<file path="config.mk">
export PLATFORM = sky130hd
export DESIGN_NAME = multi_frame_pixel_median
export DESIGN_NICKNAME = d
export VERILOG_FILES = /design/src/hdl/mfpm_pkg.sv /design/src/hdl/multi_frame_pixel_median.sv /design/src/hdl/mfpm_regs.sv /design/src/hdl/mfpm_ctrl.sv /design/src/hdl/mfpm_dpath.sv
export SDC_FILE = /design/constraint.sdc
export NUM_CORES = 1
export LEC_CHECK = 0
export BUFFER_PORTS_ARGS = -buffer_cell sky130_fd_sc_hd__buf_4
export CORE_UTILIZATION = 30
export CTS_BUF_LIST = sky130_fd_sc_hd__clkbuf_16
export DETAILED_ROUTE_END_ITERATION = 7
export MAX_ROUTING_LAYER = met4
export PLACE_DENSITY = 0.52
export SETUP_SLACK_MARGIN = 0.4
export SLEW_MARGIN = 20
export SYNTH_ARGS = -nofsm -noshare
export SYNTH_HDL_FRONTEND = slang
export SYNTH_SLANG_ARGS = --single-unit
</file>
<file path="constraint.sdc">
create_clock -name clk -period 3.5 [get_ports clk]
set_clock_uncertainty 0.15 [all_clocks]
set_input_delay 0.175 -clock clk [delete_from_list [all_inputs] [get_ports clk]]
set_output_delay 0.175 -clock clk [all_outputs]
set_load 0.01 [all_outputs]
</file>
<file path="src/hdl/mfpm_pkg.sv">
`timescale 1ns / 1ps
package mfpm_pkg;

  localparam int MAX_FRAMES = 8;
  localparam int SAMPLE_W   = 8;
  localparam int IDX_W      = $clog2(MAX_FRAMES);
  localparam int CNT_W      = $clog2(MAX_FRAMES + 1);
  localparam int FC_W       = 4;
  localparam int DATA_W     = 32;
  localparam int ADDR_W     = 3;

  // register index, taken from paddr[ADDR_W-1:2]
  localparam logic REG_FRAME_COUNT = 1'b0;

  localparam logic [FC_W-1:0] FRAME_COUNT_RESET = FC_W'(1);

  typedef enum logic [0:0] {
    ST_EMPTY,
    ST_GATHER
  } ctrl_state_t;

  typedef struct packed {
    logic             insert;
    logic             emit;
    logic [CNT_W-1:0] held;
    logic [IDX_W-1:0] mid;
  } dp_cmd_t;

endpackage

</file>
<file path="src/hdl/multi_frame_pixel_median.sv">
`timescale 1ns / 1ps
// channel   direction  signals                              transfer when
// input     in         start, busy, sample[7:0]             start && !busy
// result    out        valid, median_value[7:0]             valid (one cycle)
// config    in/out     psel, penable, pwrite, paddr[2:0],   psel && penable && pwrite
//                      pwdata, prdata, pready
//
// One sample is inserted into the sorted row each cycle; busy stays low.
// The median is registered and appears in the cycle after the sample that completes a position.
// Synchronous reset empties the row and sets frame_count to 1.
// The receiver cannot stall; each result is shown for one cycle only.
module multi_frame_pixel_median (
  input  logic                              clk,
  input  logic                              rst,
  input  logic                              start,
  output logic                              busy,
  input  logic [mfpm_pkg::SAMPLE_W-1:0]     sample,
  output logic                              valid,
  output logic [mfpm_pkg::SAMPLE_W-1:0]     median_value,
  input  logic                              psel,
  input  logic                              penable,
  input  logic                              pwrite,
  input  logic [mfpm_pkg::ADDR_W-1:0]       paddr,
  input  logic [mfpm_pkg::DATA_W-1:0]       pwdata,
  output logic [mfpm_pkg::DATA_W-1:0]       prdata,
  output logic                              pready
);

  logic [mfpm_pkg::FC_W-1:0] frame_count;
  logic                      fc_write;
  logic                      accept;
  mfpm_pkg::dp_cmd_t         cmd;

  // insertion completes within the cycle, so a new sample is always taken
  assign busy   = 1'b0;
  assign accept = start && !busy;

  mfpm_regs u_regs (
    .clk         (clk),
    .rst         (rst),
    .psel        (psel),
    .penable     (penable),
    .pwrite      (pwrite),
    .paddr       (paddr),
    .pwdata      (pwdata),
    .prdata      (prdata),
    .pready      (pready),
    .frame_count (frame_count),
    .fc_write    (fc_write)
  );

  mfpm_ctrl u_ctrl (
    .clk         (clk),
    .rst         (rst),
    .accept      (accept),
    .fc_write    (fc_write),
    .frame_count (frame_count),
    .cmd         (cmd)
  );

  mfpm_dpath u_dpath (
    .clk          (clk),
    .rst          (rst),
    .cmd          (cmd),
    .sample       (sample),
    .median_value (median_value),
    .valid        (valid)
  );

endmodule

</file>
<file path="src/hdl/mfpm_regs.sv">
`timescale 1ns / 1ps
module mfpm_regs (
  input  logic                              clk,
  input  logic                              rst,
  input  logic                              psel,
  input  logic                              penable,
  input  logic                              pwrite,
  input  logic [mfpm_pkg::ADDR_W-1:0]       paddr,
  input  logic [mfpm_pkg::DATA_W-1:0]       pwdata,
  output logic [mfpm_pkg::DATA_W-1:0]       prdata,
  output logic                              pready,
  output logic [mfpm_pkg::FC_W-1:0]         frame_count,
  output logic                              fc_write
);

  logic hit;

  assign pready   = 1'b1;
  assign hit      = (paddr[mfpm_pkg::ADDR_W-1:2] == mfpm_pkg::REG_FRAME_COUNT);
  assign fc_write = psel && penable && pwrite && pready && hit;

  always_ff @(posedge clk) begin
    if (rst) begin
      frame_count <= mfpm_pkg::FRAME_COUNT_RESET;
    end else if (fc_write) begin
      frame_count <= pwdata[mfpm_pkg::FC_W-1:0];
    end
  end

  always_comb begin
    prdata = '0;
    if (hit) begin
      prdata = {{(mfpm_pkg::DATA_W - mfpm_pkg::FC_W){1'b0}}, frame_count};
    end
  end

endmodule

</file>
<file path="src/hdl/mfpm_ctrl.sv">
`timescale 1ns / 1ps
module mfpm_ctrl (
  input  logic                          clk,
  input  logic                          rst,
  input  logic                          accept,
  input  logic                          fc_write,
  input  logic [mfpm_pkg::FC_W-1:0]     frame_count,
  output mfpm_pkg::dp_cmd_t             cmd
);

  mfpm_pkg::ctrl_state_t state, state_next;
  logic [mfpm_pkg::CNT_W-1:0] held, held_next;
  logic [mfpm_pkg::CNT_W-1:0] held_cur;
  logic [mfpm_pkg::CNT_W-1:0] n_eff;
  logic [mfpm_pkg::CNT_W-1:0] held_inc;

  // zero means one frame, anything beyond the store saturates
  always_comb begin
    if (frame_count == '0) begin
      n_eff = mfpm_pkg::CNT_W'(1);
    end else if (mfpm_pkg::CNT_W'(frame_count) > mfpm_pkg::CNT_W'(mfpm_pkg::MAX_FRAMES)) begin
      n_eff = mfpm_pkg::CNT_W'(mfpm_pkg::MAX_FRAMES);
    end else begin
      n_eff = mfpm_pkg::CNT_W'(frame_count);
    end
  end

  always_ff @(posedge clk) begin
    if (rst) begin
      state <= mfpm_pkg::ST_EMPTY;
      held  <= '0;
    end else begin
      state <= state_next;
      held  <= held_next;
    end
  end

  always_comb begin
    case (state)
      mfpm_pkg::ST_EMPTY:  held_cur = '0;
      mfpm_pkg::ST_GATHER: held_cur = (held >= mfpm_pkg::CNT_W'(mfpm_pkg::MAX_FRAMES)) ?
                                      '0 : held;
      default:             held_cur = '0;
    endcase
    held_inc   = held_cur + mfpm_pkg::CNT_W'(1);

    cmd.insert = accept;
    cmd.held   = held_cur;
    cmd.emit   = accept && (held_inc >= n_eff);
    cmd.mid    = mfpm_pkg::IDX_W'(n_eff >> 1);

    state_next = state;
    held_next  = held;
    if (fc_write) begin
      // drop a partly gathered position
      state_next = mfpm_pkg::ST_EMPTY;
      held_next  = '0;
    end else if (accept) begin
      if (cmd.emit) begin
        state_next = mfpm_pkg::ST_EMPTY;
        held_next  = '0;
      end else begin
        state_next = mfpm_pkg::ST_GATHER;
        held_next  = held_inc;
      end
    end
  end

endmodule

</file>
<file path="src/hdl/mfpm_dpath.sv">
`timescale 1ns / 1ps
module mfpm_dpath (
  input  logic                             clk,
  input  logic                             rst,
  input  mfpm_pkg::dp_cmd_t                cmd,
  input  logic [mfpm_pkg::SAMPLE_W-1:0]    sample,
  output logic [mfpm_pkg::SAMPLE_W-1:0]    median_value,
  output logic                             valid
);

  logic [mfpm_pkg::SAMPLE_W-1:0] entry      [mfpm_pkg::MAX_FRAMES];
  logic [mfpm_pkg::SAMPLE_W-1:0] entry_next [mfpm_pkg::MAX_FRAMES];
  logic [mfpm_pkg::MAX_FRAMES-1:0] live;
  logic [mfpm_pkg::MAX_FRAMES-1:0] greater;

  // each slot either keeps its value, takes its lower neighbor, or takes the sample
  always_comb begin
    for (int i = 0; i < mfpm_pkg::MAX_FRAMES; i++) begin
      live[i]    = (mfpm_pkg::CNT_W'(i) < cmd.held);
      greater[i] = live[i] && (entry[i] > sample);
    end
    for (int i = 0; i < mfpm_pkg::MAX_FRAMES; i++) begin
      if (live[i] && !greater[i]) begin
        entry_next[i] = entry[i];
      end else if (i > 0 && greater[(i > 0) ? i - 1 : 0]) begin
        entry_next[i] = entry[(i > 0) ? i - 1 : 0];
      end else begin
        entry_next[i] = sample;
      end
    end
  end

  always_ff @(posedge clk) begin
    if (cmd.insert) begin
      for (int i = 0; i < mfpm_pkg::MAX_FRAMES; i++) begin
        entry[i] <= entry_next[i];
      end
    end
    if (cmd.emit) begin
      median_value <= entry_next[cmd.mid];
    end
  end

  always_ff @(posedge clk) begin
    if (rst) begin
      valid <= 1'b0;
    end else begin
      valid <= cmd.emit;
    end
  end

endmodule

</file>
==> impl_results.md <==
* GR Util met3 at 2.922%
* Post-Syn Instances at 492
* FFs w/ async S/R, synth at 0%
* Final setup violation count at 0
* Reg area at about 1600 um^2
* R2R depth at 9
* Core area at ~15000 um^2
* GPL Wtd Cong at about 0.89
* Critical Path Sink Type: flop
* Hold_ws at between 0.01 and 0.015 ns
* Layout cells sized above 1 at 24.95%
* Row count at 45
* CTS tree: done
* Register area share after synthesis at 34.60%
* Hold Path Cell Cnt at 4
* Via density at ~5.3
* Final instance area at 5714 um^2
* Slew HR at 42.18%
* Fmax at between 300 and 400 MHz
* Final net count at 635
* Synth Warn # at 0
* DP Worst Slack at 0.1167 ns
* Number of enable flip-flop cells after synthesis at 48
* Area of the die at 16320 um^2
* RR Startpoint: u_dpath.entry[0][25]
* Final TNS setup at 0 ns
* Initial antenna violation count at 0
* Largest net degree at the start of global routing at 50
* Seq pwr share at 41.7%
* Max cap viols at 0
* Met1 usage at a little over a fifth
* CTS buffer count at 9
* Final wirelength at ~14000 um
* #FFs+latches synth at 58
* # IOs at 92
* Critical path startpoint category: flop
* Worst R2R End: u_dpath.median_value[3]
* RSZ-0062 raised after global routing: true
* Remaining DRCs at 0
* Placement-stage cell area at 5051 um^2
* Die height at 127.8 um
* Layout Area Growth over Synthesis at 20.44%
* Clock power share at 40.4%
* Fin crit period at 3.050 ns
* Latest clock arrival within the worst-skew pair at 0.34 ns
* HP Class: in2reg
* # port buffers at 31
* Multi-input gate area at 3003 um^2
* GRT overflow at 0
* Sink Count at 58
* Total track usage at 17.35%
* Critical path class: reg2reg
* WHS Endpoint: u_regs.frame_count[0]
* Pwr dens at 347.5 nW/um^2
* Worst-path clk slew at 0.05 ns
* Initial Util at 30.98%
* Final worst path period share at between 80 and 90%
* Deepest clock path buffer count at 2
* Die X at 127.8 um
* Final Hold Viols at 0
* Fillers at 1541
* Hold path start: pwdata[0]
* Max VDD drop at 214.1 uV
* Final Max Slew Viols at 0
* DP Wirelength at just over 10000 um
* DRT iter0 DRCs at 362
* Syn Area/Cell at 9.643 um^2
* Worst Path Max Fanout at 8
* Logic gate share of total power at 17.9%
* Leak at about 0.0023 uW
* Initial DRT Pass Iterations at 6
* Routed vias at a little under 4000
* Ys flop type: edfxtp_1
* WL/cell at 17.88 um
* Vias in the first global route at 3710
* CP Data Required Time at 3.42 ns
* Worst slew pin tran at between 0.8 and 0.9 ns
* Yosys cell types at 67
* Most Crowded Layer GR: met2
* M2 GR Usage at 28.61%
* WP data arrival at about 3.0 ns
* NetSw at between 500 and 600 uW
* Routed Antenna Nets at 0
* Root Driver: clkbuf_16
* N_diodes at 0
* Htree depth at 3
* Internal power at around 1400 uW
* Fin cells at 756
* Placed Cells at 717
* PnR worst setup slack at 0.4503 ns
* R2R setup slack at 0.45 ns
* Post-synth design cell area at 4745 um^2
* First-pass GRT wire length at 20530 um
* Switching Share at 29.08%
* Status: completed
-- worst max-delay path: stages (launching register included) --
cell and delay, ns:
edfxtp_1 0.41, ha_1 0.30, nor2b_1 0.14, o211ai_1 0.29
a21oi_4 0.14, o21ai_4 0.35, buf_4 0.18, mux2_2 0.33
mux2i_1 0.35, a211oi_1 0.14
-- worst max-delay path by stage --
stage | startpoint | end | slack, ns | cells after the start
global placement | sample[6] | u_dpath.median_value[1] | 0.09 | 10
finish | u_dpath.entry[0][25] | u_dpath.median_value[3] | 0.45 | 9
global route | u_dpath.entry[0][25] | u_dpath.median_value[3] | 0.36 | 9
detailed placement | sample[6] | u_dpath.median_value[1] | 0.12 | 10
CTS | u_dpath.entry[0][15] | u_dpath.median_value[5] | 0.28 | 8
floorplan | sample[5] | u_dpath.median_value[4] | 0.55 | 11
-- metal layers --
| layer | vias up | share of wire (%) |
|---|---|---|
| met3 | 20 | 4.2 |
| met2 | 111 | 50 |
| met1 | 1918 | 44 |
| li1 | 1922 | - |
| met5 | - | 0 |
| met4 | 0 | 2.3 |
-- power groups by stage --
stage | registers (uW) | clock network (uW) | logic [uW]
final | 828 | 802 | 356
after detailed placement | 841 | 0 | 311
after global placement | 841 | 0 | 303
after floorplan | 830 | 0 | 228
after CTS | 827 | 811 | 320
after global routing | 831 | 841 | 393
-- registers in the layout (all words and copies together), names as in the netlist --
name,flops
u_dpath.entry,40
u_dpath.valid,1
u_ctrl.held,4
u_dpath.median_value,8
u_regs.frame_count,4
u_ctrl.state,1
-- layout make-up --
cell class | instances | share of cell area, %
clock buffers | 9 | 3.941
flip-flops and latches | 58 | 28.73
repair buffers | 58 | 7.795
inverters | 26 | 1.708
clock inverters | 7 | 0.6569
multi-input cells | 387 | 52.55
well taps | 211 | 4.620
-- metrics by stage --
step           util [%]  power, uW
2_1_floorplan         -       1058
3_3_place_gp      32.98       1144
3_5_place_dp      32.98       1152
4_1_cts           35.24       1958
5_1_grt           37.31       2065
6_report          37.31       1986
-- synth_stat cells, drive strengths merged (3+ instances only) --
cell type / instances / area share, %
nand2: 16 / 1.3
nor2: 53 / 4.7
clkbuf: 9 / 0.71
ha: 46 / 12
edfxtp: 48 / 30
o21a: 6 / 0.95
or4: 6 / 1.0
nor2b: 10 / 1.5
nand4: 9 / 1.2
nor3: 4 / 0.63
a211oi: 30 / 4.7
o21ai: 21 / 2.5
dfxtp: 10 / 4.2
and2: 5 / 0.66
nor4: 3 / 0.53
a21oi: 34 / 3.9
o211a: 3 / 0.79
inv: 25 / 2.0
o32ai: 5 / 0.92
mux2i: 28 / 5.9
or2: 4 / 0.53
o31ai: 3 / 0.76
o2111ai: 6 / 1.1
and4: 4 / 0.74
nand2b: 6 / 0.79
o211ai: 3 / 0.58
buf: 40 / 6.1
a21o: 7 / 1.1
a31oi: 14 / 1.8
nand3: 6 / 0.63
-- layout by cell type (no fill, tap or decap), types with 3 or more instances in the layout --
cell type / netlist / layout
a211oi_1: 30 / 23
a211oi_2: 0 / 7
a21o_1: 6 / 5
a21oi_1: 30 / 27
a21oi_2: 4 / 6
a31oi_1: 14 / 14
and2_1: 5 / 5
and4_1: 4 / 3
buf_4: 32 / 54
clkbuf_16: 0 / 9
clkinv_2: 0 / 3
conb_1: 2 / 30
dfxtp_1: 10 / 10
dlygate4sd3_1: 0 / 4
edfxtp_1: 48 / 48
ha_1: 46 / 42
ha_4: 0 / 3
inv_1: 25 / 26
mux2i_1: 28 / 22
mux2i_2: 0 / 6
nand2_1: 15 / 14
nand2b_1: 6 / 5
nand3_1: 6 / 6
nand4_1: 9 / 9
nor2_1: 46 / 42
nor2_2: 6 / 8
nor2_4: 1 / 3
nor2b_1: 9 / 8
o2111ai_1: 6 / 6
o21a_1: 6 / 6
o21ai_0: 17 / 16
o32ai_1: 5 / 5
or2_2: 4 / 4
or4_1: 5 / 5
-- kinds of logic after synthesis --
group	Yosys count	synth area share, %
adders and majority gates	46	12.13
and+or+nand+nor	134	15.53
DFF	58	34.60
xor gates and xnor gates	1	0.1846
muxes	30	6.382
other	2	0.1583
buffers and inverters	75	8.913
AOI/OAI and AO/OA	146	22.10
-- timing repair --
action / CTS / global route
pin swaps: 0 / 14
hold endpoints to repair: 5 / 0
buffers inserted: 0 / 19
hold buffers: 4 / 0
setup endpoints to repair: 17 / 16
resized for setup: 10 / 34
Power figures use the tool's default switching activity.
